===== src/rtl/core/aigsd_pkg.sv =====
// Shared types and constants for the AND-section decoder.
// No dependencies; used by the top level and the checker.
package aigsd_pkg;

	localparam int LITERAL_WIDTH_DEF = 32;
	localparam int OUT_W             = 32;
	localparam int BYTE_W            = 8;
	localparam int REG_W             = 31;
	localparam int POS_W             = 3;
	localparam int CFG_INDEX_W       = 1;

	// varint byte position saturates here; beyond byte four the varint is bad
	localparam logic [POS_W-1:0] POS_LAST = 3'd4;
	localparam logic [POS_W-1:0] POS_SAT  = 3'd5;

	typedef enum logic [1:0] {
		ERR_NONE     = 2'd0,
		ERR_DELTA    = 2'd1,
		ERR_VARINT   = 2'd2,
		ERR_OVERFLOW = 2'd3
	} err_t;

	typedef enum logic [CFG_INDEX_W-1:0] {
		REG_BASE_VARIABLES = 1'b0,
		REG_GATE_COUNT     = 1'b1
	} cfg_reg_t;

endpackage


===== src/rtl/core/aig_and_section_decoder_unit.sv =====
// AND-section varint decoder: two-stage datapath, one byte accepted per cycle unless data_stall is high.
// The result is registered from the closing byte of the second delta, which first passes the input register.
// Throughput: one byte per cycle while a stalled result does not hold the input register.
// Reset (arst_n low) or any config write clears all decoding state.
// Config resets to base_variables = 0, gate_count = 0 (section empty).
module aig_and_section_decoder_unit #(
	parameter int LITERAL_WIDTH = aigsd_pkg::LITERAL_WIDTH_DEF
) (
	input  logic                                 clk,
	input  logic                                 arst_n,
	input  logic                                 data_valid,
	output logic                                 data_stall,
	input  logic [aigsd_pkg::BYTE_W-1:0]         data_byte,
	output logic                                 result_valid,
	input  logic                                 result_stall,
	output logic [aigsd_pkg::OUT_W-1:0]          gate_literal,
	output logic [aigsd_pkg::OUT_W-1:0]          upper_literal,
	output logic [aigsd_pkg::OUT_W-1:0]          lower_literal,
	output logic                                 last_gate,
	output aigsd_pkg::err_t                      error_code,
	input  logic                                 cfg_valid,
	output logic                                 cfg_ready,
	input  aigsd_pkg::cfg_reg_t                  cfg_index,
	input  logic [aigsd_pkg::REG_W-1:0]          cfg_data
);
	import aigsd_pkg::*;

	localparam int LW = LITERAL_WIDTH;
	localparam int RAW_W = REG_W + 2;
	localparam int CW = (LW > RAW_W) ? LW : RAW_W;
	localparam logic [CW-1:0] LIT_MASK = {CW{1'b1}} >> (CW - LW);

	// config
	logic [REG_W-1:0] base_q, gate_count_q;
	logic cfg_we;

	// input register
	logic              valid_s1;
	logic [BYTE_W-1:0] byte_s1;

	// decoding state
	logic [OUT_W-1:0] acc_q;
	logic [POS_W-1:0] pos_q;
	logic             bad_q;
	logic             phase_q;
	logic [REG_W-1:0] gates_done_q;
	logic [LW-1:0]    held_upper_q;
	logic             done_q;
	err_t             held_err_q;

	logic             advance, process, active, more;
	logic [6:0]       payload;
	logic [OUT_W-1:0] contrib, acc_new, delta;
	logic             bad_new;
	logic [OUT_W-1:0] sum;
	logic [CW-1:0]    raw_c, lit_c, delta_c, held_c, upper_c, lower_c;
	logic             overflow, first_big, second_big, last;
	err_t             first_err, second_err;

	assign cfg_ready = 1'b1;
	assign cfg_we    = cfg_valid && cfg_ready;

	assign advance    = !result_valid || !result_stall;
	assign process    = valid_s1 && advance;
	assign data_stall = valid_s1 && !advance;

	assign payload = byte_s1[6:0];
	assign more    = byte_s1[7];
	assign active  = !done_q && (gates_done_q < gate_count_q);

	always_comb begin
		contrib = '0;
		case (pos_q)
			3'd0: contrib = OUT_W'(payload);
			3'd1: contrib = OUT_W'(payload) << 7;
			3'd2: contrib = OUT_W'(payload) << 14;
			3'd3: contrib = OUT_W'(payload) << 21;
			3'd4: contrib = {payload[3:0], 28'd0};
			default: contrib = '0;
		endcase
	end

	assign acc_new = acc_q | contrib;
	// fifth byte must fit in 4 bits; any sixth byte is too long
	assign bad_new = bad_q || (pos_q == POS_LAST && |payload[6:4]) || (pos_q > POS_LAST);
	assign delta   = bad_new ? '1 : acc_new;
	assign delta_c = CW'(delta);

	assign sum      = OUT_W'(gates_done_q) + OUT_W'(base_q) + OUT_W'(1);
	assign raw_c    = CW'({sum, 1'b0});
	assign lit_c    = raw_c & LIT_MASK;
	assign overflow = raw_c != lit_c;
	assign held_c   = CW'(held_upper_q);

	assign first_big  = delta_c > lit_c;
	assign second_big = delta_c > held_c;
	assign upper_c    = first_big ? '0 : lit_c - delta_c;
	assign lower_c    = second_big ? '0 : held_c - delta_c;
	assign last       = (gates_done_q + REG_W'(1)) == gate_count_q;

	always_comb begin
		if (overflow)       first_err = ERR_OVERFLOW;
		else if (bad_new)   first_err = ERR_VARINT;
		else if (first_big) first_err = ERR_DELTA;
		else                first_err = ERR_NONE;
	end

	always_comb begin
		if (held_err_q != ERR_NONE) second_err = held_err_q;
		else if (bad_new)           second_err = ERR_VARINT;
		else if (second_big)        second_err = ERR_DELTA;
		else                        second_err = ERR_NONE;
	end

	always_ff @(posedge clk or negedge arst_n) begin
		if (!arst_n) begin
			base_q       <= '0;
			gate_count_q <= '0;
		end else if (cfg_we) begin
			case (cfg_index)
				REG_BASE_VARIABLES: base_q <= cfg_data;
				REG_GATE_COUNT:     gate_count_q <= cfg_data;
				default: ;
			endcase
		end
	end

	always_ff @(posedge clk or negedge arst_n) begin
		if (!arst_n) begin
			valid_s1 <= 1'b0;
		end else if (data_valid && !data_stall) begin
			valid_s1 <= 1'b1;
		end else if (advance) begin
			valid_s1 <= 1'b0;
		end
	end

	always_ff @(posedge clk) begin
		if (data_valid && !data_stall) begin
			byte_s1 <= data_byte;
		end
	end

	always_ff @(posedge clk or negedge arst_n) begin
		if (!arst_n) begin
			acc_q        <= '0;
			pos_q        <= '0;
			bad_q        <= 1'b0;
			phase_q      <= 1'b0;
			gates_done_q <= '0;
			held_upper_q <= '0;
			done_q       <= 1'b0;
			held_err_q   <= ERR_NONE;
		end else if (cfg_we) begin
			acc_q        <= '0;
			pos_q        <= '0;
			bad_q        <= 1'b0;
			phase_q      <= 1'b0;
			gates_done_q <= '0;
			held_upper_q <= '0;
			done_q       <= 1'b0;
			held_err_q   <= ERR_NONE;
		end else if (process && active) begin
			if (more) begin
				acc_q <= acc_new;
				bad_q <= bad_new;
				if (pos_q < POS_SAT) begin
					pos_q <= pos_q + POS_W'(1);
				end
			end else begin
				acc_q <= '0;
				pos_q <= '0;
				bad_q <= 1'b0;
				if (!phase_q) begin
					held_err_q   <= first_err;
					held_upper_q <= upper_c[LW-1:0];
					phase_q      <= 1'b1;
				end else begin
					gates_done_q <= gates_done_q + REG_W'(1);
					done_q       <= last;
					phase_q      <= 1'b0;
					held_err_q   <= ERR_NONE;
					held_upper_q <= '0;
				end
			end
		end
	end

	// result register
	always_ff @(posedge clk or negedge arst_n) begin
		if (!arst_n) begin
			result_valid <= 1'b0;
		end else if (process && active && !more && phase_q) begin
			result_valid <= 1'b1;
		end else if (!result_stall) begin
			result_valid <= 1'b0;
		end
	end

	always_ff @(posedge clk) begin
		if (process && active && !more && phase_q) begin
			gate_literal  <= lit_c[OUT_W-1:0];
			upper_literal <= held_c[OUT_W-1:0];
			lower_literal <= lower_c[OUT_W-1:0];
			last_gate     <= last;
			error_code    <= second_err;
		end
	end

endmodule


===== config.mk =====
export PLATFORM = sky130hd
export DESIGN_NAME = aig_and_section_decoder_unit
export DESIGN_NICKNAME = d
export VERILOG_FILES = /design/src/rtl/core/aigsd_pkg.sv /design/src/rtl/core/aig_and_section_decoder_unit.sv
export SDC_FILE = /design/constraint.sdc
export NUM_CORES = 1
export LEC_CHECK = 0
export BUFFER_PORTS_ARGS = -buffer_cell sky130_fd_sc_hd__buf_2
export CAP_MARGIN = 20
export CORE_MARGIN = 5
export CORE_UTILIZATION = 25
export DETAILED_ROUTE_END_ITERATION = 10
export SKIP_LAST_GASP = 1
export SLEW_MARGIN = 20
export SYNTH_ARGS = -nofsm -noshare
export SYNTH_HDL_FRONTEND = slang
export SYNTH_SLANG_ARGS = --single-unit

===== constraint.sdc =====
create_clock -name clk -period 8.3 [get_ports clk]
set_input_delay 1.66 -clock clk [delete_from_list [all_inputs] [get_ports clk]]
set_output_delay 1.66 -clock clk [all_outputs]
set_load 0.03 [all_outputs]

Word-level counts from Yosys, hierarchy flattened. Index checks and enable logic that the tools add are counted.

Equality and inequality tests: 8. Bitwise operators: 2. Add/sub/neg operators: 6. Reductions and logical operators: 28. Muxes and demuxes: 43. Magnitude comparators: 5.

Operators by type and width (count): $mux 32 (9); $pmux 32 s5 (1); $mux 31 (4); $gt 32x32->1 (2); $sub 32x32->32 (2); $add 31x31->32 (1); $add 32x1->32 const B (1); $or 32x32->32 (1); $add 31x1->31 const B (1); $eq 31x31->1 (1); $lt 31x31->1 (1); $mux 1 (17); $mux 2 (8); $mux 3 (4); $logic_and 1x1->1 (8); $reduce_and 2->1 (4); $reduce_bool 2->1 (4); $eq 3x2->1 const B (2); $logic_not 1->1 (6); $add 3x1->3 const B (1); $eq 3x1->1 const B (1); $eq 3x3->1 const B (1); $gt 3x3->1 const B (1); $logic_not 3->1 (1); 8 further kinds (10).

Bits of input ports: 45. Output and inout port bits: 102. Word-level logic and storage cells: 110. Flip-flop bits (word level): 273.

Logic depth before layout (Yosys ltp). Gate-level depths: netlist of the first run.

Depth after elaboration: 13. Depth in mapped cells: 23. Mapped depth without buffers: 22.

Least setup slack after synthesis of the first run. Ideal clock, no wire load.

Path type: input to register. From: input port result_stall. To: register gates_done_q[12]. Stages: 10. Setup time: 0.125 ns. Data required time: 8.175 ns. Arrival: 5.469 ns. Slack: 2.706 ns. Cells stage by stage: a211oi_1 nand4_1 nor2_1 nand3_1 o41ai_1 buf_2 nand3_1 inv_1 nand3_1 mux2_2.

Longest elaborated chain between the ends: 6.

RTL lines: start, declared (line aig_and_section_decoder_unit.sv:15) `input logic result_stall,`; $logic_not 1->1; $logic_or 1x1->1 (line aig_and_section_decoder_unit.sv:63) `assign advance = !result_valid || !result_stall;`; $logic_and 1x1->1 (line aig_and_section_decoder_unit.sv:64) `assign process = valid_s1 && advance;`; $logic_and 1x1->1 (line aig_and_section_decoder_unit.sv:163) `end else if (process && active) begin`; $reduce_bool 2->1 (no source line); $reduce_and 3->1 (no source line); end signal, assigned (line aig_and_section_decoder_unit.sv:179) `gates_done_q <= gates_done_q + REG_W'(1);`; end, declared (line aig_and_section_decoder_unit.sv:46) `logic [REG_W-1:0] gates_done_q;`.

No other way between the ends. A chain may end at the register's enable or synchronous reset.

Worst setup path in the final report of the first run.
From: register pos_q[0]. To: register lower_literal[7] (netlist bit) (data pin).

Longest elaborated chain between the ends: 6.

RTL lines: start, declared (line aig_and_section_decoder_unit.sv:43) `logic [POS_W-1:0] pos_q;`; start signal, assigned (line aig_and_section_decoder_unit.sv:168) `pos_q <= pos_q + POS_W'(1);`; branches (longest 4 deep; another with $pmux 32 s5); $mux 32 * (line aig_and_section_decoder_unit.sv:86) `assign delta = bad_new ? '1 : acc_new;`; $sub 32x32->32 or $gt 32x32->1 (tied branches) (line aig_and_section_decoder_unit.sv:98, aig_and_section_decoder_unit.sv:96); end signal, assigned (line aig_and_section_decoder_unit.sv:204) `lower_literal <= lower_c[OUT_W-1:0];`; end, declared (line aig_and_section_decoder_unit.sv:18) `output logic [aigsd_pkg::OUT_W-1:0] lower_literal,`.

Mark *: on every way between the ends.

==> results.md, run 1 <==
* Final Hold Fails at 0
* FP Rows at 94
* Die H at 268 um
* Worst Setup Start Kind: register
* Clk root buf: clkbuf_16
* DRT iter0 DRCs at 748
* Multi-input logic area at 8820 sq um
* CP arrival at 5.99 ns
* Vias at 13.0k
* Crit Path Max Fanout at 32
* Final setup vio count at 0
* Critical path class: register to register
* I/O pin count at 147
* Later-pin clock latency in the skew report at 0.56 ns
* Final Max Tran Viols at 0
* Nets at 1935
* Fin crit share at 68.9%
* RSZ-0062 raised after global routing: no
* Post-synth top cells: dfrtp_1 (167), nor2_1 (147), a21oi_1 (133)
* Dominant cells by area after synthesis: dfrtp_1 (25%), edfxtp_1 (19%), ha_1 (9.8%)
* Filler cell count at 6770
* Slew headroom at 29.4%
* Post-route setup TNS at 0 ns
* Post-synth ARST share at 61.2%
* DPL Wire Length at 38600 um
* Post-synth top area share at 25.0%
* Vias in the first global route at 12.8k
* H-tree Lvls at 2
* Hold Crit Class: register to register
* Post-synth cell types at 87
* Count leader, synth: dfrtp_1
* Drt pass-1 iters at 6
* Place WS at 2.24 ns
* Worst slew pin tran at 1.06 ns
* Residual DRC count at 0
* Congestion Overflow GR at 0
* Cells after synthesis at 1627
* Max clock buf depth at 3
* Remaining antenna violation count at 0
* Clk sink count at 273
* Fmax at 175 MHz
* Register area share after synthesis at 44.1%
* Layout Utilization at 29.7%
* Avg Vias per Cell at 4.91
* Dpl cell area at 18300 sq um
* Minimum clock period at 5.72 ns
* Initial antenna violation count at 2
* Reg area at 7360 sq um
* Dominant cell type by area after synthesis: dfrtp_1
* Post-synth EDFFs at 106
* Syn nets at 1806
* Final worst-path setup slack at 2.58 ns
* Flops & latches, synth at 273
* Mapped Area at 16700 sq um
* RD Place Congestion at 0.885
* Initial core utilization at 25.3%
* Outcome: finished clean
* Synthesis-to-layout area growth at 17.3%
* Max cap viols at 0
* CP Cell Sequence: inv_1 -> ha_1 -> or4b_4 -> a21o_1 -> a211oi_1 -> ha_1 -> a21oi_1 -> and2_1 -> a221oi_1 -> o21ba_2 -> o21ai_0 -> a31oi_1 -> o21ai_2 -> buf_4 -> nor4_1
* Cell mode on critical path: ha_1
* Core area at 66000 sq um
* Fin area at 19600 sq um
* Die X at 268 um
* Register clock-pin slew on the reported worst setup and hold paths at 0.06 ns
* Cts hold-fix bufs at 0
* Post-CTS resize count at 0
* GRT Overall Usage at 13.4%
* Max incr delay on CP at 0.73 ns
* TritonCTS clock tree: yes
* Full die area at 72100 sq um
* WP data required at 8.57 ns
* Mapped Avg Cell Area at 10.3 sq um
* Largest net degree at the start of global routing at 99
* Main synth FF type: dfrtp_1
* PortBufs at 144
* Max VDD drop at 0.120 mV
* Global-route wire length before repair at 75400 um
* Routed len/inst at 18.7 um
* Static leakage at 8.39 nW
* Layout cell share with drive strength beyond 1 at 17.1%
* Power density cells at 247 nW/um^2
* Post-CTS Setup Inserts at 0
* DRT Wirelength at 49600 um
* CP endpoint kind: register
* Yosys warning count at 0
* Crit-path slowest cell: o21ai_2
* Worst Skew at 0.0278 ns
* CTS Buf Count at 34
-- cells by family (layout without fill, tap and decap cells) --
| kind of cell | count (synthesis) | count (layout) | share of synthesized area (%) |
|---|---|---|---|
| flops | 273 | 273 | 44.1 |
| buf+inv | 132 | 287 | 3.15 |
| simple gates | 448 | 448 | 13.5 |
| other cells | 2 | 3 | 0.0450 |
| compound gates | 444 | 444 | 17.9 |
| xor+xnor | 131 | 131 | 6.92 |
| mux | 63 | 63 | 4.23 |
| fa+ha+maj | 134 | 134 | 10.2 |
-- layout by cell type (no fill, tap or decap), types with 18 or more instances in the layout --
master	instances
xor2_1	42
o21ai_0	51
a211oi_1	41
nand2_1	90
a22o_1	27
a21o_1	53
nor2_1	144
ha_1	131
nand3_1	43
buf_2	143
edfxtp_1	106
a21oi_1	133
xnor2_1	88
nor4_1	18
dfrtp_1	167
nand4_1	27
o21a_1	18
inv_1	66
clkbuf_16	36
mux2_2	61
nor3_1	21
-- path summary, 6_finish.rpt --
path / start / endpoint / slack (ns) / cells past startpoint
worst max-delay path: pos_q[0]$_DFFE_PN0P_ / lower_literal[7]$_SDFFCE_PN0P_ / 2.58 / 15
worst min-delay path: held_upper_q[7]$_DFFE_PN0P_ / upper_literal[7]$_DFFE_PP_ / 0.49 / 0
worst max register to register: pos_q[0]$_DFFE_PN0P_ / lower_literal[7]$_SDFFCE_PN0P_ / 2.58 / 15
worst min register to register: held_upper_q[7]$_DFFE_PN0P_ / upper_literal[7]$_DFFE_PP_ / 0.49 / 0
max in group asynchronous: arst_n / held_upper_q[6]$_DFFE_PN0P_ / 5.65 / 2
min in group asynchronous: arst_n / acc_q[30]$_DFFE_PN0P_ / 1.22 / 1
-- per-layer routing --
layer	wire [um]	track usage, %	part of all wire, %	vias to the layer above
met5	0	0	0	-
met4	1050	3.15	2.1	0
met3	3000	2.87	6.0	60
met2	23500	22.4	47	372
met1	22100	17.8	45	6266
li1	-	-	-	6309
-- worst max-delay path: cells and delay by family (launching register included) --
family | cells | cell delay, ns
buffers and inverters | 2 | 0.47
AOI/OAI and AO/OA | 8 | 3.15
DFF | 1 | 0.42
adders and majority gates | 2 | 0.61
and+or+nand+nor | 3 | 0.77
-- report_power, final --
group          internal, W  switching, W  total, W
Sequential         0.00158     0.0000981   0.00168
Combinational     0.000616      0.000926   0.00154
Clock             0.000995      0.000619   0.00161
Total              0.00319       0.00164   0.00483
-- state kept, by name (all words and copies together) (netlist names), 3 cells and up --
| signal | cells |
|---|---|
| base_q | 31 |
| lower_literal | 32 |
| pos_q | 3 |
| gate_count_q | 31 |
| gates_done_q | 31 |
| byte_s1 | 8 |
| acc_q | 32 |
| gate_literal | 31 |
| held_upper_q | 32 |
| upper_literal | 32 |
-- stage by stage --
step / instances / power (W) / hold WS, ns
3_3_place_gp: 2584 / 0.00321 / 0.477
3_5_place_dp: 2584 / 0.00324 / 0.483
5_1_grt: 2647 / 0.00511 / 0.505
2_1_floorplan: 1627 / 0.00282 / 0.447
4_1_cts: 2646 / 0.00488 / 0.496
6_report: 2647 / 0.00483 / 0.490
-- area by class of cell --
class | instances | share of cell area, %
Multi-Input combinational cell | 1222 | 45.1
Sequential cell | 273 | 37.6
Tap cell | 864 | 5.52
Clock buffer | 40 | 4.73
Timing Repair Buffer | 157 | 4.21
Clock inverter | 22 | 1.52
Inverter | 68 | 1.32
Antenna cell | 1 | 0.0128
Note: power is estimated with default switching activity, not from simulation.
==> inputs of run 2 (changes only) <==
ABC_AREA = 1   (was unset)
clock period = 4.8 ns   (was 8.3 ns; I/O delays follow)
==> run 2 against run 1 <==
Net effect: synthesized cell count rose by 38%; clock skew fell by 0.0076 ns; first-iteration DRC count rose by 49%; die area rose by 5.1%; flip-flop and latch count did not move; clock power rose by 49%; sequential power rose by 78%; via count rose by 19%; critical path depth rose by 4; total power rose by 87%; sequential share of layout area fell by 1.6 points; largest cell class unchanged; highest routed layer unchanged.
==> results.md, run 2 <==
* Outcome: finished clean
* Max cap viols at 0 (unchanged)
* Busiest metal layer after global routing: met2
* Residual DRC count at 0 (unchanged)
* Hold WS at 0.414 ns (-0.0763 ns)
* RD Place Congestion at 0.912 (+3.0%)
* Layout cell share with drive strength beyond 1 at 10.2% (-7.0 points)
* Initial core utilization at 25.2% (-0.15 points)
* Routing usage on met2 at 23.7% (+1.3 points)
* Placed Cells at 3314 (+28%)
* Mapped Avg Cell Area at 7.81 sq um (-24%)
* Post-synth top cells: nand2_1 (582), inv_1 (258), nor2_1 (246)
* Power density cells at 441 nW/um^2 (+79%)
* Post-CTS Setup Inserts at 0 (unchanged)
* Count leader, synth: nand2_1
* Most frequent cells in the layout: nand2_1 (581), inv_1 (257), nor2_1 (246), dfrtp_1 (167), a21oi_1 (162)
* Post-synth top area share at 23.8% (-1.3 points)
* Final Max Tran Viols at 0 (unchanged)
* Main synth FF type: dfrtp_1
* Later-pin clock latency in the skew report at 0.60 ns (+0.04 ns)
* Drt pass-1 iters at 5 (-1)
* DPL Wire Length at 45300 um (+17%)
* Routed len/inst at 16.8 um (-11%)
* CTS Buf Count at 31 (-8.8%)
* Multi-input logic area at 9050 sq um (+2.5%)
* PortBufs at 144 (unchanged)
* Minimum clock period at 4.44 ns (-1.28 ns)
* Final std cells w/o fill at 3372 (+27%)
* Register area share after synthesis at 41.9% (-2.2 points)
* CP delay by family, top: compound AO/OA/AOI/OAI gates
* Reg area at 7360 sq um (unchanged)
* Die X at 275 um (+2.5%)
* Crit-path slowest cell: dfrtp_1
* Max incr delay on CP at 0.47 ns (-0.26 ns)
* Post-synth cell types at 47 (-46%)
* Remaining antenna violation count at 0 (unchanged)
* RSZ-0062 raised after global routing: yes
* Largest net degree at the start of global routing at 88 (-11%)
* Static leakage at 9.75 nW (+16%)
* Yosys warning count at 0 (unchanged)
* Clk root buf: clkbuf_16
* Final setup vio count at 0 (unchanged)
* I/O pin count at 147 (unchanged)
* Final Hold Fails at 0 (unchanged)
* Post-CTS resize count at 0 (unchanged)
* Fmax at 225 MHz (+29%)
* Clk sink count at 273 (unchanged)
* Cells after synthesis at 2252 (+38%)
* Commonest non-fill, non-tap cell in the layout: nand2_1
* Syn nets at 2431 (+35%)
* Hold Crit Class: input port to async pin
* Met3 Use GR at 1.88% (-0.98 points)
* Worst slew pin tran at 0.842 ns (-0.217 ns)
* Worst Setup Start Kind: register
* Mapped Area at 17600 sq um (+5.3%)
* Ant diodes at 0 (-1)
* Post-synth EDFFs at 106 (unchanged)
* Synthesis-to-layout area growth at 16.3%
* Flops & latches, synth at 273 (unchanged)
* Congestion Overflow GR at 0 (unchanged)
* Core area at 69900 sq um (+6.0%)
* Slew headroom at 43.7% (+14 points)
* Dominant cell type by area after synthesis: dfrtp_1
* Vias in the first global route at 14.9k (+16%)
* Met1 Use GR at 20.9% (+3.0 points)
* CP Cell Sequence: ha_1 -> nand2_1 -> o21ai_1 -> a21oi_1 -> o21ai_1 -> nand2_1 -> nand2_1 -> nand2_1 -> nand2_1 -> xor2_1 -> ha_1 -> a21o_1 -> a21boi_0 -> a21boi_0 -> o21a_1 -> nand2_1 -> or2_2 -> nand3_1 -> nand2_1
* FP Rows at 97 (+3.2%)
* DRT iter0 DRCs at 1118 (+49%)
* Fin area at 20500 sq um (+4.5%)
* H-tree Lvls at 1 (-1)
* Register clock-pin slew on the reported worst setup and hold paths at 0.06 ns (about the same)
* Nets at 2586 (+34%)
* Cell mode on critical path: nand2_1
* TritonCTS clock tree: yes
* Vias at 15.5k (+19%)
* Full die area at 75700 sq um (+5.1%)
* WP buf/inv at 0 (-2)
* Die H at 275 um (+2.5%)
* Fin crit share at 92.5% (+24 points)
* GRT Overall Usage at 14.6% (+1.2 points)
* Crit Path Max Fanout at 7 (-78%)
* Worst Skew at 0.0202 ns (-0.00758 ns)
* Avg Vias per Cell at 4.59 (-6.5%)
* Global-route wire length before repair at 86800 um (+15%)
* Max VDD drop at 0.317 mV (+160%)
* Filler cell count at 7667 (+13%)
* CP endpoint kind: register
* Initial antenna violation count at 1 (-1)
* Cts hold-fix bufs at 0 (unchanged)
* Critical path class: register to register
* WP data required at 5.28 ns (-3.29 ns)
* Post-synth ARST share at 61.2% (unchanged)
* Dominant cells by area after synthesis: dfrtp_1 (24%), edfxtp_1 (18%), nand2_1 (12%)
* Layout Utilization at 29.3% (-0.41 points)
* Max clock buf depth at 3 (unchanged)
* Dpl cell area at 19400 sq um (+6.0%)
* CP arrival at 4.92 ns (-1.07 ns)
* DRT Wirelength at 56500 um (+14%)
-- run 2: changes by cell type in the layout (fill, tap and decap cells not counted), moves of 20 or more --
| cell | previous run | this run |
|---|---|---|
| nor2_1 | 144 | 246 |
| a21oi_1 | 133 | 162 |
| nand3_1 | 43 | 113 |
| o22ai_1 | 7 | 29 |
| o21ai_0 | 51 | 138 |
| mux2_2 | 61 | 0 |
| nor3_1 | 21 | 41 |
| nand2_1 | 90 | 581 |
| a21o_1 | 53 | 22 |
| a211oi_1 | 41 | 9 |
| xnor2_1 | 88 | 30 |
| a22o_1 | 27 | 0 |
| inv_1 | 66 | 257 |
-- run 2: per-layer routing --
metal,part of all wire (%),vias to the layer above,wire length (um)
met5,0,-,0
met4,2.5,0,1420
met3,5.6,76,3160
met2,45,417,25300
met1,47,7147,26600
li1,-,7849,-
-- run 2: path summary, 6_finish.rpt --
check | startpoint | to | slack, ns | cells after the start
min reg2reg | held_upper_q[0]$_DFFE_PN0P_ | upper_literal[0]$_DFFE_PP_ | 0.45 | 0
max | gates_done_q[2]$_DFFE_PN0P_ | held_upper_q[21]$_DFFE_PN0P_ | 0.36 | 19
min | arst_n | gate_count_q[28]$_DFFE_PN0P_ | 0.41 | 1
max reg2reg | gates_done_q[2]$_DFFE_PN0P_ | held_upper_q[21]$_DFFE_PN0P_ | 0.36 | 19
max in group asynchronous | arst_n | gates_done_q[13]$_DFFE_PN0P_ | 3.44 | 2
min in group clk | held_upper_q[0]$_DFFE_PN0P_ | upper_literal[0]$_DFFE_PP_ | 0.45 | 0
-- run 2: cell families (layout without fill, tap and decap cells) --
kind of cell / count (synthesis) / after routing / synth area share (%)
AO/OA/AOI/OAI: 435 / 435 / 13.9
XOR/XNOR: 66 / 66 / 3.29
flip-flops: 273 / 273 / 41.9
AND/OR/NAND/NOR: 1041 / 1041 / 24.5
adder cells (fa/ha/maj): 134 / 134 / 9.66
buffers and inverters: 301 / 481 / 6.72
other: 2 / 2 / 0.0427
-- run 2: layout make-up --
| cell class | instances | share of cell area, % |
|---|---|---|
| clock inverter | 16 | 0.734 |
| timing repair buffer | 160 | 4.26 |
| tap | 940 | 5.75 |
| multi-input combinational | 1678 | 44.2 |
| inverter | 263 | 4.85 |
| clock buffer | 42 | 4.18 |
| sequential | 273 | 36.0 |
-- run 2: stage by stage --
step	setup slack (ns)	setup TNS, ns	power (W)
floorplan	0.909	0	0.00561
global route	-0.0104	-0.0163	0.00963
finish	0.360	0	0.00903
CTS	0.384	0	0.00904
detailed placement	0.422	0	0.00662
global placement	0.361	0	0.00662
-- run 2: report_power, final --
| group | switching (W) | internal, W |
|---|---|---|
| Combinational | 0.00245 | 0.00119 |
| Sequential | 0.000200 | 0.00279 |
| Clock | 0.00104 | 0.00136 |
==> inputs of run 3 (changes only) <==
CELL_PAD_IN_SITES_DETAIL_PLACEMENT = 0   (was unset)
CELL_PAD_IN_SITES_GLOBAL_PLACEMENT = 2   (was unset)
PLACE_DENSITY_LB_ADDON = 0.1   (was unset)
SLEW_MARGIN = unset   (was 20)
==> run 3 against run 2 <==
Net effect: utilization increased by 0.76 points; register-to-register slack improved by 0.06 ns; cell count grew 1.2%; non-clock buffer count up 25; first-iteration DRC count fell by 28%; critical path type unchanged; critical endpoint unchanged; largest cell class unchanged; largest power group unchanged.
==> results.md, run 3 (same netlist as run 2, synthesis figures left out) <==
* DRT iter0 DRCs at 804 (-28%)
* Clk sink count at 273 (unchanged)
* Register clock-pin slew on the reported worst setup and hold paths at 0.06 ns (about the same)
* Later-pin clock latency in the skew report at 0.57 ns (-0.03 ns)
* CP endpoint kind: register
* H-tree Lvls at 2 (+1)
* Max clock buf depth at 3 (unchanged)
* R2R depth at 16 (-3)
* Initial antenna violation count at 1 (unchanged)
* Most frequent cells in the layout: nand2_1 (581), inv_1 (257), nor2_1 (246), dfrtp_1 (167), a21oi_1 (162)
* Hold WS at 0.389 ns (-0.0246 ns)
* Nets at 2619 (+1.3%)
* DRT Wirelength at 66100 um (+17%)
* Layout cell share with drive strength beyond 1 at 11.5% (+1.3 points)
* Final Power at 0.00984 W (+9.1%)
* Routing usage on met2 at 31.8% (+8.1 points)
* FP Rows at 97 (unchanged)
* PortBufs at 144 (unchanged)
* WP data required at 5.26 ns (-0.02 ns)
* Cell mode on critical path: nand2_1
* Global-route wire length before repair at 99200 um (+14%)
* Worst Setup Start Kind: register
* Die H at 275 um (unchanged)
* Final Max Tran Viols at 0 (unchanged)
* Critical path class: register to register
* Reg2reg end: held_upper_q[21]$_DFFE_PN0P_
* CTS Buf Count at 39 (+26%)
* Multi-input logic area at 9040 sq um (about the same)
* Die X at 275 um (unchanged)
* Full die area at 75700 sq um (unchanged)
* Largest net degree at the start of global routing at 93 (+5.7%)
* Reg-to-Reg Start: pos_q[0]$_DFFE_PN0P_
* Final Hold Fails at 0 (unchanged)
* Vias at 15.5k (+0.35%)
* GRT Overall Usage at 17.3% (+2.7 points)
* Residual DRC count at 0 (unchanged)
* Remaining antenna violation count at 0 (unchanged)
* Outcome: finished clean
* Filler cell count at 7636 (-0.40%)
* Met1 Use GR at 21.1% (+0.29 points)
* Met3 Use GR at 2.71% (+0.83 points)
* Hold Crit Class: input port to async pin
* Fmax at 228 MHz (+1.4%)
* Congestion Overflow GR at 0 (unchanged)
* Vias in the first global route at 16.0k (+7.2%)
* Power density cells at 469 nW/um^2 (+6.3%)
* Minimum clock period at 4.38 ns (-0.0621 ns)
* Post-route setup TNS at 0 ns (unchanged)
* Synthesis-to-layout area growth at 19.3%
* Routed len/inst at 19.4 um (+16%)
* RD Place Congestion at 0.830 (-8.9%)
* Busiest metal layer after global routing: met2
* Avg Vias per Cell at 4.56 (-0.80%)
* DPL Wire Length at 53300 um (+18%)
* I/O pin count at 147 (unchanged)
* Max incr delay on CP at 0.51 ns (+0.04 ns)
* Crit Path Max Fanout at 24 (+17)
* Slew headroom at 45.7% (+1.9 points)
* CP arrival at 4.84 ns (-0.08 ns)
* Crit-path slowest cell: nor3_1
* Drt pass-1 iters at 5 (unchanged)
* Post-CTS Setup Inserts at 0 (unchanged)
* Max VDD drop at 0.226 mV (-29%)
* RSZ-0062 raised after global routing: no
* Clk root buf: clkbuf_16
* Static leakage at 10.0 nW (+2.9%)
* Core area at 69900 sq um (unchanged)
* CP Cell Sequence: inv_1 -> ha_1 -> nand3_1 -> nand2_1 -> nand2_1 -> buf_4 -> nor3_1 -> ha_1 -> a21oi_1 -> a21boi_0 -> a21boi_2 -> o21a_1 -> nand2_1 -> or2_2 -> nand3_1 -> nand2_1
* Reg area at 7360 sq um (unchanged)
* Final setup vio count at 0 (unchanged)
* Reg2Reg Setup Slack at 0.42 ns (+0.06 ns)
* Worst Skew at 0.0270 ns (+0.00680 ns)
* TritonCTS clock tree: yes
* Commonest non-fill, non-tap cell in the layout: nand2_1
* Fin crit share at 91.2% (-1.3 points)
* Max cap viols at 0 (unchanged)
* Ant diodes at 0 (unchanged)
* Worst slew pin tran at 0.814 ns (-0.0283 ns)
* Initial core utilization at 25.2% (unchanged)
## run 3: area by class of cell
type	instances	share of cell area (%)
Sequential cell	273	35.1
Timing Repair Buffer	185	5.05
Tap cell	940	5.60
Multi-Input combinational cell	1678	43.1
Clock buffer	55	5.53
Clock inverter	17	0.894
Inverter	263	4.73
## run 3: repair_timing
item                       in CTS  in global routing
setup endpoints to repair       0                  2
gates resized for setup         0                  3
hold buffers                    0                  0
## run 3: worst max path at each step
stage | end | cells past startpoint | slack (ns) | startpoint
2_1_floorplan | error_code[0]$_DFFE_PP_ | 5 | 0.91 | result_stall
3_3_place_gp | held_upper_q[21]$_DFFE_PN0P_ | 16 | 0.13 | pos_q[0]$_DFFE_PN0P_
3_5_place_dp | held_upper_q[21]$_DFFE_PN0P_ | 21 | 0.09 | gates_done_q[0]$_DFFE_PN0P_
4_1_cts | held_upper_q[21]$_DFFE_PN0P_ | 16 | 0.09 | pos_q[0]$_DFFE_PN0P_
5_1_grt | held_upper_q[10]$_DFFE_PN0P_ | 18 | 0.01 | gates_done_q[3]$_DFFE_PN0P_
6_report | held_upper_q[21]$_DFFE_PN0P_ | 16 | 0.42 | pos_q[0]$_DFFE_PN0P_
## run 3: through the flow
step | util [%] | std cells | setup slack, ns | area [sq um]
after floorplan | - | 2252 | 0.909 | 17600
after global placement | 28.1 | 3339 | 0.126 | 19600
after detailed placement | 28.1 | 3339 | 0.0924 | 19600
after CTS | 30.0 | 3411 | 0.0934 | 21000
after global routing | 30.0 | 3411 | 0.00997 | 21000
final | 30.0 | 3411 | 0.422 | 21000
## run 3: worst max-delay path, delay by kind of cell, from the launching register on
| kind | cells | cell delay (ns) |
|---|---|---|
| flops | 1 | 0.41 |
| compound gates | 4 | 1.12 |
| fa+ha+maj | 2 | 0.62 |
| buf+inv | 2 | 0.44 |
| simple gates | 8 | 1.67 |
## run 3: where the power goes
| group | internal, W | total (W) | leakage (nW) | switching (W) |
|---|---|---|---|---|
| sequential | 0.00279 | 0.00298 | 3.20 | 0.000187 |
| clock | 0.00186 | 0.00304 | 0.660 | 0.00118 |
| combinational | 0.00125 | 0.00383 | 6.17 | 0.00257 |
| total | 0.00591 | 0.00984 | 10.0 | 0.00394 |
## run 3: routing by layer
metal	vias to the layer above	routed length (um)
met5	-	0
met3	83	2370
met4	0	1550
li1	7921	-
met2	231	33700
met1	7308	28500
